$ cat src/sv/rat_pkg.sv
// ----------------------------------------------------------------------------
// Rational ALU package
// Operation codes, controller states and the command and status groups that
// pass between the controller and the datapath.
// ----------------------------------------------------------------------------
package rat_pkg;

	localparam int RES_W = 33;
	localparam int DIV_W = 32;

	typedef enum logic [1:0] {
		FUNC_ADD = 2'd0,
		FUNC_SUB = 2'd1,
		FUNC_MUL = 2'd2,
		FUNC_DIV = 2'd3
	} func_t;

	typedef enum logic [3:0] {
		ST_IDLE,
		ST_MUL_N,
		ST_MUL_X,
		ST_MUL_D,
		ST_CHECK,
		ST_EUC_GO,
		ST_EUC_WAIT,
		ST_QN_GO,
		ST_QN_WAIT,
		ST_QD_GO,
		ST_QD_WAIT
	} ctrl_state_t;

	typedef enum logic [3:0] {
		OP_NOP,
		OP_LOAD,
		OP_MUL_N,
		OP_MUL_X,
		OP_MUL_D,
		OP_SETUP,
		OP_EUC_GO,
		OP_EUC_STEP,
		OP_QN_GO,
		OP_QN_TAKE,
		OP_QD_GO,
		OP_FINISH
	} dp_op_t;

	typedef struct packed {
		dp_op_t op;
		logic   div_start;
	} rat_cmd_t;

	typedef struct packed {
		logic zero_part;
		logic div_done;
		logic rem_zero;
	} rat_status_t;

endpackage

$ cat src/sv/rat_div.sv
// ----------------------------------------------------------------------------
// Rational ALU divider
// Unsigned restoring divider, one quotient bit per cycle. The divisor must
// be non-zero; quotient and remainder hold until the next start.
// ----------------------------------------------------------------------------
module rat_div #(
	parameter int W = 33
) (
	input  logic         clk,
	input  logic         arst_n,
	input  logic         start,
	input  logic [W-1:0] dividend,
	input  logic [W-1:0] dvsr,
	output logic         done,
	output logic [W-1:0] quotient,
	output logic [W-1:0] remainder
);

	localparam int CW = $clog2(W + 1);

	logic [W-1:0]  q_q;
	logic [W-1:0]  r_q;
	logic [W-1:0]  d_q;
	logic [CW-1:0] cnt_q;
	logic          run_q;
	logic          done_q;
	logic [W:0]    trial;
	logic [W:0]    diff;
	logic          ge;

	assign trial = {r_q, q_q[W-1]};
	assign diff  = trial - {1'b0, d_q};
	assign ge    = ~diff[W];

	always_ff @(posedge clk or negedge arst_n) begin
		if (!arst_n) begin
			run_q  <= 1'b0;
			done_q <= 1'b0;
			cnt_q  <= '0;
		end else begin
			done_q <= 1'b0;
			if (start) begin
				run_q <= 1'b1;
				cnt_q <= CW'(W);
			end else if (run_q) begin
				cnt_q <= cnt_q - CW'(1);
				if (cnt_q == CW'(1)) begin
					run_q  <= 1'b0;
					done_q <= 1'b1;
				end
			end
		end
	end

	always_ff @(posedge clk) begin
		if (start) begin
			q_q <= dividend;
			r_q <= '0;
			d_q <= dvsr;
		end else if (run_q) begin
			r_q <= ge ? diff[W-1:0] : trial[W-1:0];
			q_q <= {q_q[W-2:0], ge};
		end
	end

	assign done      = done_q;
	assign quotient  = q_q;
	assign remainder = r_q;

endmodule

$ cat src/sv/rat_dp.sv
// ----------------------------------------------------------------------------
// Rational ALU datapath
// Operand registers, the shared multiplier, the Euclid registers, the
// divider and the result registers, all driven by controller commands.
// ----------------------------------------------------------------------------
module rat_dp #(
	parameter int OPERAND_BITS = 16
) (
	input  logic                             clk,
	input  logic                             arst_n,
	input  rat_pkg::rat_cmd_t                cmd,
	output rat_pkg::rat_status_t             status,
	input  logic [1:0]                       func,
	input  logic signed [OPERAND_BITS-1:0]   a_num,
	input  logic signed [OPERAND_BITS-1:0]   a_den,
	input  logic signed [OPERAND_BITS-1:0]   b_num,
	input  logic signed [OPERAND_BITS-1:0]   b_den,
	output logic                             done,
	output logic signed [rat_pkg::RES_W-1:0] res_num,
	output logic signed [rat_pkg::RES_W-1:0] res_den,
	output logic [rat_pkg::DIV_W-1:0]        divisor
);

	import rat_pkg::*;

	localparam int PROD_W = 2 * OPERAND_BITS;
	localparam int RAW_W  = PROD_W + 1;

	func_t                          func_q;
	logic signed [OPERAND_BITS-1:0] an_q, ad_q, bn_q, bd_q;
	logic signed [OPERAND_BITS-1:0] mul_x, mul_y;
	logic signed [PROD_W-1:0]       product;
	logic signed [PROD_W-1:0]       prod_q;
	logic signed [RAW_W-1:0]        n_q, d_q;
	logic signed [RAW_W-1:0]        prod_ext;
	logic [RAW_W-1:0]               mag_n, mag_d;
	logic [RAW_W-1:0]               big_q, small_q, g_q, qn_q;
	logic [RAW_W-1:0]               div_dvd, div_dvs, div_quo, div_rem;
	logic                           div_done;
	logic signed [RAW_W-1:0]        num_out, den_out;
	logic signed [RES_W-1:0]        res_num_q, res_den_q;
	logic [DIV_W-1:0]               divisor_q;
	logic                           done_q;

	// One multiplier serves all three cross products.
	always_comb begin
		mul_x = an_q;
		mul_y = bd_q;
		case (cmd.op)
			OP_MUL_N: begin
				mul_x = an_q;
				mul_y = (func_q == FUNC_MUL) ? bn_q : bd_q;
			end
			OP_MUL_X: begin
				mul_x = ad_q;
				mul_y = bn_q;
			end
			OP_MUL_D: begin
				mul_x = ad_q;
				mul_y = (func_q == FUNC_DIV) ? bn_q : bd_q;
			end
			default: begin
				mul_x = an_q;
				mul_y = bd_q;
			end
		endcase
	end

	assign product  = mul_x * mul_y;
	assign prod_ext = {prod_q[PROD_W-1], prod_q};

	assign mag_n = n_q[RAW_W-1] ? unsigned'(-n_q) : unsigned'(n_q);
	assign mag_d = d_q[RAW_W-1] ? unsigned'(-d_q) : unsigned'(d_q);

	always_comb begin
		case (cmd.op)
			OP_QN_GO: begin
				div_dvd = mag_n;
				div_dvs = g_q;
			end
			OP_QD_GO: begin
				div_dvd = mag_d;
				div_dvs = g_q;
			end
			default: begin
				div_dvd = big_q;
				div_dvs = small_q;
			end
		endcase
	end

	rat_div #(
		.W (RAW_W)
	) u_div (
		.clk       (clk),
		.arst_n    (arst_n),
		.start     (cmd.div_start),
		.dividend  (div_dvd),
		.dvsr      (div_dvs),
		.done      (div_done),
		.quotient  (div_quo),
		.remainder (div_rem)
	);

	// Each part takes back the sign it had when it was formed.
	assign num_out = n_q[RAW_W-1] ? -signed'(qn_q) : signed'(qn_q);
	assign den_out = d_q[RAW_W-1] ? -signed'(div_quo) : signed'(div_quo);

	always_ff @(posedge clk) begin
		case (cmd.op)
			OP_LOAD: begin
				func_q <= func_t'(func);
				an_q   <= a_num;
				ad_q   <= a_den;
				bn_q   <= b_num;
				bd_q   <= b_den;
			end
			OP_MUL_N: begin
				n_q <= {product[PROD_W-1], product};
			end
			OP_MUL_X: begin
				prod_q <= product;
			end
			OP_MUL_D: begin
				d_q <= {product[PROD_W-1], product};
				if (func_q == FUNC_ADD) begin
					n_q <= n_q + prod_ext;
				end else if (func_q == FUNC_SUB) begin
					n_q <= n_q - prod_ext;
				end
			end
			OP_SETUP: begin
				if (status.zero_part) begin
					res_num_q <= RES_W'(n_q);
					res_den_q <= RES_W'(d_q);
					divisor_q <= DIV_W'(1);
				end else begin
					big_q   <= (mag_n > mag_d) ? mag_n : mag_d;
					small_q <= (mag_n > mag_d) ? mag_d : mag_n;
				end
			end
			OP_EUC_STEP: begin
				if (status.rem_zero) begin
					g_q <= small_q;
				end else begin
					big_q   <= small_q;
					small_q <= div_rem;
				end
			end
			OP_QN_TAKE: begin
				qn_q <= div_quo;
			end
			OP_FINISH: begin
				res_num_q <= RES_W'(num_out);
				res_den_q <= RES_W'(den_out);
				divisor_q <= DIV_W'(g_q);
			end
			default: begin
			end
		endcase
	end

	always_ff @(posedge clk or negedge arst_n) begin
		if (!arst_n) begin
			done_q <= 1'b0;
		end else begin
			done_q <= (cmd.op == OP_FINISH) ||
				((cmd.op == OP_SETUP) && status.zero_part);
		end
	end

	assign status.zero_part = (n_q == '0) || (d_q == '0);
	assign status.div_done  = div_done;
	assign status.rem_zero  = (div_rem == '0);

	assign done    = done_q;
	assign res_num = res_num_q;
	assign res_den = res_den_q;
	assign divisor = divisor_q;

endmodule

$ cat src/sv/rat_ctrl.sv
// ----------------------------------------------------------------------------
// Rational ALU controller
// Sequences the cross products, the Euclid remainder loop and the two final
// divisions through commands to the datapath.
// ----------------------------------------------------------------------------
module rat_ctrl (
	input  logic                 clk,
	input  logic                 arst_n,
	input  logic                 start,
	input  rat_pkg::rat_status_t status,
	output rat_pkg::rat_cmd_t    cmd,
	output logic                 busy
);

	import rat_pkg::*;

	ctrl_state_t state_q, state_d;

	always_ff @(posedge clk or negedge arst_n) begin
		if (!arst_n) begin
			state_q <= ST_IDLE;
		end else begin
			state_q <= state_d;
		end
	end

	always_comb begin
		state_d = state_q;
		case (state_q)
			ST_IDLE:     if (start) state_d = ST_MUL_N;
			ST_MUL_N:    state_d = ST_MUL_X;
			ST_MUL_X:    state_d = ST_MUL_D;
			ST_MUL_D:    state_d = ST_CHECK;
			ST_CHECK:    state_d = status.zero_part ? ST_IDLE : ST_EUC_GO;
			ST_EUC_GO:   state_d = ST_EUC_WAIT;
			ST_EUC_WAIT: begin
				if (status.div_done) begin
					state_d = status.rem_zero ? ST_QN_GO : ST_EUC_GO;
				end
			end
			ST_QN_GO:    state_d = ST_QN_WAIT;
			ST_QN_WAIT:  if (status.div_done) state_d = ST_QD_GO;
			ST_QD_GO:    state_d = ST_QD_WAIT;
			ST_QD_WAIT:  if (status.div_done) state_d = ST_IDLE;
			default:     state_d = ST_IDLE;
		endcase
	end

	always_comb begin
		cmd.op        = OP_NOP;
		cmd.div_start = 1'b0;
		busy          = (state_q != ST_IDLE);
		case (state_q)
			ST_IDLE:     if (start) cmd.op = OP_LOAD;
			ST_MUL_N:    cmd.op = OP_MUL_N;
			ST_MUL_X:    cmd.op = OP_MUL_X;
			ST_MUL_D:    cmd.op = OP_MUL_D;
			ST_CHECK:    cmd.op = OP_SETUP;
			ST_EUC_GO: begin
				cmd.op        = OP_EUC_GO;
				cmd.div_start = 1'b1;
			end
			ST_EUC_WAIT: if (status.div_done) cmd.op = OP_EUC_STEP;
			ST_QN_GO: begin
				cmd.op        = OP_QN_GO;
				cmd.div_start = 1'b1;
			end
			ST_QN_WAIT:  if (status.div_done) cmd.op = OP_QN_TAKE;
			ST_QD_GO: begin
				cmd.op        = OP_QD_GO;
				cmd.div_start = 1'b1;
			end
			ST_QD_WAIT:  if (status.div_done) cmd.op = OP_FINISH;
			default:     cmd.op = OP_NOP;
		endcase
	end

endmodule

$ cat src/sv/rational_alu_with_gcd_reduce.sv
// ----------------------------------------------------------------------------
// Rational ALU with GCD reduction
// Adds, subtracts, multiplies or divides two signed fractions and reduces
// the result by the greatest common divisor of its parts.
//
//   channel   handshake          fields
//   request   start / busy       func, a_num, a_den, b_num, b_den
//   result    done (strobe)      res_num, res_den, divisor
//
// A request is taken when start is high and busy is low; busy stays high
// until the result strobe. The divider is W = 2*OPERAND_BITS+1 (33 by default)
// bits wide. Every division runs on the one shared divider: the Euclid
// steps, then the two final quotients; none is run when a part is zero.
// The result is shown for one cycle only and cannot be stalled.
// Reset is asynchronous and leaves the block idle.
// ----------------------------------------------------------------------------
module rational_alu_with_gcd_reduce #(
	parameter int OPERAND_BITS = 16
) (
	input  logic                             clk,
	input  logic                             arst_n,
	input  logic                             start,
	output logic                             busy,
	input  logic [1:0]                       func,
	input  logic signed [OPERAND_BITS-1:0]   a_num,
	input  logic signed [OPERAND_BITS-1:0]   a_den,
	input  logic signed [OPERAND_BITS-1:0]   b_num,
	input  logic signed [OPERAND_BITS-1:0]   b_den,
	output logic                             done,
	output logic signed [rat_pkg::RES_W-1:0] res_num,
	output logic signed [rat_pkg::RES_W-1:0] res_den,
	output logic [rat_pkg::DIV_W-1:0]        divisor
);

	import rat_pkg::*;

	rat_cmd_t    cmd;
	rat_status_t status;

	rat_ctrl u_ctrl (
		.clk    (clk),
		.arst_n (arst_n),
		.start  (start),
		.status (status),
		.cmd    (cmd),
		.busy   (busy)
	);

	rat_dp #(
		.OPERAND_BITS (OPERAND_BITS)
	) u_dp (
		.clk     (clk),
		.arst_n  (arst_n),
		.cmd     (cmd),
		.status  (status),
		.func    (func),
		.a_num   (a_num),
		.a_den   (a_den),
		.b_num   (b_num),
		.b_den   (b_den),
		.done    (done),
		.res_num (res_num),
		.res_den (res_den),
		.divisor (divisor)
	);

	// The result strobe only comes once the controller has gone idle.
	a_done_idle: assert property (@(posedge clk) disable iff (!arst_n)
		done |-> !busy)
		else $error("result strobe while busy");

	a_done_single: assert property (@(posedge clk) disable iff (!arst_n)
		done |=> !done)
		else $error("result strobe held for more than one cycle");

	a_take_busy: assert property (@(posedge clk) disable iff (!arst_n)
		(start && !busy) |=> busy)
		else $error("request taken but block not busy");

	a_divisor_nz: assert property (@(posedge clk) disable iff (!arst_n)
		done |-> (divisor != '0))
		else $error("zero divisor reported");

endmodule
$ cat config.mk
export PLATFORM = sky130hd
export DESIGN_NAME = rational_alu_with_gcd_reduce
export DESIGN_NICKNAME = d
export VERILOG_FILES = /design/src/sv/rat_pkg.sv /design/src/sv/rat_div.sv /design/src/sv/rat_dp.sv /design/src/sv/rat_ctrl.sv /design/src/sv/rational_alu_with_gcd_reduce.sv
export SDC_FILE = /design/constraint.sdc
export NUM_CORES = 2
export LEC_CHECK = 0
export BUFFER_PORTS_ARGS = -buffer_cell sky130_fd_sc_hd__buf_2
export CAP_MARGIN = 20
export CORE_MARGIN = 3
export CORE_UTILIZATION = 60
export CTS_CLUSTER_SIZE = 10
export DETAILED_ROUTE_END_ITERATION = 6
export HOLD_SLACK_MARGIN = 0.15
export PLACE_DENSITY = 0.79
export SLEW_MARGIN = 25
export SYNTH_ARGS = -nofsm -noshare
export SYNTH_HDL_FRONTEND = slang
export SYNTH_SLANG_ARGS = --single-unit
$ cat constraint.sdc
create_clock -name clk -period 11.56 [get_ports clk]
set_input_delay 1.156 -clock clk [delete_from_list [all_inputs] [get_ports clk]]
set_output_delay 1.156 -clock clk [all_outputs]
set_load 0.03 [all_outputs]
==> run_results.csv <==
group,metric,value,unit
floorplan,core,60800,um^2
detailed_routing,drt-initial-drc-count,2761,
worst_setup_path,critical_path_class,"reg -> reg",
worst_setup_path,critPathTopFamily,"adder cells",
logic_synthesis,synth.distinct_cells,75,
cts,clk_latency,640,ps
status,status,"complete, no violations",
sta,report.final.setup_viol,0,
logic_synthesis,yosys_warnings,0,
cts,cts_resized,0,
cts,clock_sinks,505,
power_and_ir_drop,p_leak,17.1,nW
worst_setup_path,path_max_fanout,24,
logic_synthesis,syn_avg_cell_area,10.3,um^2
logic_synthesis,synth-simple-area-share,11.7,%
worst_setup_path,worst-path-buf-inv,3,
logic_synthesis,syn-num-nets,4127,
detailed_routing,drtPass1Iterations,7,
logic_synthesis,ys_top_cells_by_count,"edfxtp_1 (459), inv_1 (400), nand2_1 (355), nor2_1 (308), fa_1 (264)",
grt,grt_pass1_vias,27087,
worst_setup_path,path_cells,"inv_1, nor2_1, a21o_1, nand2_2, o22ai_1, nor2_1, fa_1, fa_1, fa_1, fa_1, fa_1, inv_1, fa_1, inv_1, ha_1, a21o_1, a21o_1, a21oi_1, nor2b_1, o41ai_1, nor3_1, o221ai_1, xnor2_1, mux2_2",
logic_synthesis,yosys.area.top_type,"edfxtp_1",
place,routabilityCongestion,0.963,
worst_setup_path,cp_common_cell,"fa_1",
grt,grt_pass1_wl,150,mm
logic_synthesis,synth_top_family_by_area,"adder cells",
worst_setup_path,r2r_end,"u_dp.n_q[30]",
sta,tns,0,ps
cts,htree_num_levels,2,
worst_setup_path,endpoint_kind,"register",
logic_synthesis,synthArstFlopShare,2.57,%
logic_synthesis,netlist.area_leader.share,37.0,%
place,hpwl,72.6,mm
logic_synthesis,synth-seq-cells,505,
logic_synthesis,synthAdderAreaFrac,20.5,%
floorplan,die_h,255,um
grt,grt_overflow,0,
floorplan,initial_core_util,61.2,%
detailed_routing,postRouteAntennaNets,0,
logic_synthesis,synth_cells,3607,
power_and_ir_drop,power_density,90.2,nW/um^2
detailed_routing,vias,27742,
run,drv_cap,0,
finish,num-nets-final,4268,
logic_synthesis,synth-edff-count,459,
worst_hold_path,hold_class,"in -> async",
detailed_routing,wirelength,94.5,mm
worst_setup_path,rr_worst_depth,24,
cts,clock_path_buffers,3,
logic_synthesis,synthTopCellsByArea,"edfxtp_1 (37%), fa_1 (14%), ha_1 (6.3%)",
worst_setup_path,worstPathArrival,9340,ps
logic_synthesis,synth_compound_area_share,11.9,%
logic_synthesis,synth_most_common_cell,"edfxtp_1",
sta,rsz0062_at_grt,"false",
power_and_ir_drop,vdd_ir_drop_max,0.000130,V
sta,final_hold_viol_count,0,
sta,slew_headroom,25.2,%
floorplan,die_width,255,um
logic_synthesis,synthFlopType,"edfxtp_1",
worst_setup_path,required,11930,ps
logic_synthesis,synth_xor_area_share,5.77,%
sta,min_period,8970,ps
sta,period_share,77.6,%
sta,slew_viol_final,0,
detailed_routing,wl_per_cell,20.7,um
finish,area_delta_synth_final,9.35,%
worst_setup_path,crit_slowest_cell,"o41ai_1",
cts,clk_pin_slew,60,ps
floorplan,io_pins,169,
worst_setup_path,reg2reg_from,"u_ctrl.state_q[1]",
grt,grt_antenna_before_repair,4,
grt,grt_max_degree,117,
sta,max_freq,0.112,GHz
sta,tightestPinTransition,1090,ps
worst_setup_path,start_kind,"register",
cts,cts_tree,"built",
cts,cts_buffers,59,
finish,layout-drive-gt1-share,10.1,%
finish,antenna_cells,0,
worst_setup_path,slowest_delay,910,ps
logic_synthesis,muxShareOfSynthArea,5.10,%
detailed_routing,avgViaCountPerCell,6.07,
sta,skew,45.9,ps
floorplan,rows,90,
worst_setup_path,worst-r2r-setup-slack,2590,ps
worst_setup_path,worst-path-stages,24,
logic_synthesis,syn_area,37200,um^2
grt,grt_util_all_layers,29.5,%
cts,cts-hold-fix-buffers,0,
cts,postCtsSetupRepairBufs,0,
detailed_routing,drcViolationCount,0,
logic_synthesis,synth-seq-area-share,39.7,%
floorplan,fp.dieArea,65100,um^2
cts,cts-root-buf,"clkbuf_16",
sta,timing.hold.ws,414,ps
place,port_buffers,168,
==> power breakdown <==
part           leakage (nW)  switching, mW  internal (mW)
registers              4.56      0.0000147           1.97
clock network         0.816          0.725          0.954
logic                  11.8         0.0111         0.0143
==> worst reg2reg max path: stages (launching register included) <==
cell      delay [ps]
dfrtp_1          560
inv_1            250
nor2_1           560
a21o_1           160
nand2_2          340
o22ai_1          730
nor2_1           150
fa_1             730
fa_1             520
fa_1             510
fa_1             450
fa_1             520
inv_1             50
fa_1             470
inv_1             40
ha_1             350
a21o_1           210
a21o_1           180
a21oi_1          140
nor2b_1           70
o41ai_1          910
nor3_1           150
o221ai_1         250
xnor2_1          140
mux2_2           270
==> area by class of cell <==
class / instances / area (um^2)
Clock buffer: 90 / 1610
Clock inverter: 10 / 105
Fill cell: 4622 / 20100
Inverter: 401 / 1510
Multi-Input combinational cell: 2574 / 20600
Sequential cell: 505 / 14800
Tap cell: 782 / 978
Timing Repair Buffer: 207 / 1150
==> per-stage QoR <==
step	power [mW]	instances	worst slack (ps)	utilization, %	instance area (um^2)
after floorplan	2.02	3607	3470	-	37200
after global placement	2.03	4468	2670	64.1	38900
after detailed placement	2.03	4468	2350	64.1	38900
after CTS	3.69	4568	2340	66.9	40700
after global routing	3.77	4569	1930	66.9	40700
final	3.67	4569	2590	66.9	40700
==> registers in the layout (all words and copies together), names as in the netlist, 32 cells and up <==
signal and flops:
u_dp.big_q 33, u_dp.d_q 32, u_dp.divisor 32, u_dp.g_q 33, u_dp.n_q 33, u_dp.prod_q 32
u_dp.qn_q 33, u_dp.res_den 33, u_dp.res_num 33, u_dp.small_q 33, u_dp.u_div.d_q 33, u_dp.u_div.quotient 33
u_dp.u_div.remainder 33
==> worst max-delay path by stage <==
stage                               to               from
after floorplan           u_dp.n_q[31]  u_ctrl.state_q[1]
after global placement    u_dp.n_q[30]  u_ctrl.state_q[1]
after detailed placement  u_dp.n_q[32]  u_ctrl.state_q[1]
after CTS                 u_dp.n_q[31]  u_ctrl.state_q[1]
after global routing      u_dp.n_q[30]  u_ctrl.state_q[1]
final                     u_dp.n_q[30]  u_ctrl.state_q[1]
==> metal layers <==
layer | track usage, % | wire, um | vias up | share of wire (%)
li1 | - | - | 12796 | -
met1 | 40.4 | 39000 | 13334 | 41
met2 | 46.9 | 42800 | 1368 | 45
met3 | 5.68 | 8650 | 240 | 9.2
met4 | 11.3 | 4020 | 4 | 4.3
met5 | 0 | 28 | - | 0.030
==> placed cells by master, fill, tap and decap left out, drive strengths merged, types with 28 or more instances in the layout <==
master    n
nand3    36
xor2     94
inv     402
nor2    308
a21oi   218
edfxtp  459
nand2b   34
dfxtp    33
a31oi    30
a21o     44
xnor2   151
a22oi    28
nor3     33
buf     207
fa      264
ha      187
and2     43
nand2   355
o21ai   234
mux2     70
o31ai    36
mux2i   111
clkbuf   90
==> logic make-up (layout without fill, tap and decap cells) <==
kind of cell | after synthesis | after routing
xor+xnor | 245 | 245
other cells | 1 | 1
fa+ha+maj | 451 | 451
compound gates | 732 | 732
buf+inv | 528 | 708
simple gates | 964 | 964
flops | 505 | 505
mux | 181 | 181
(Power assumes the default switching activity.)
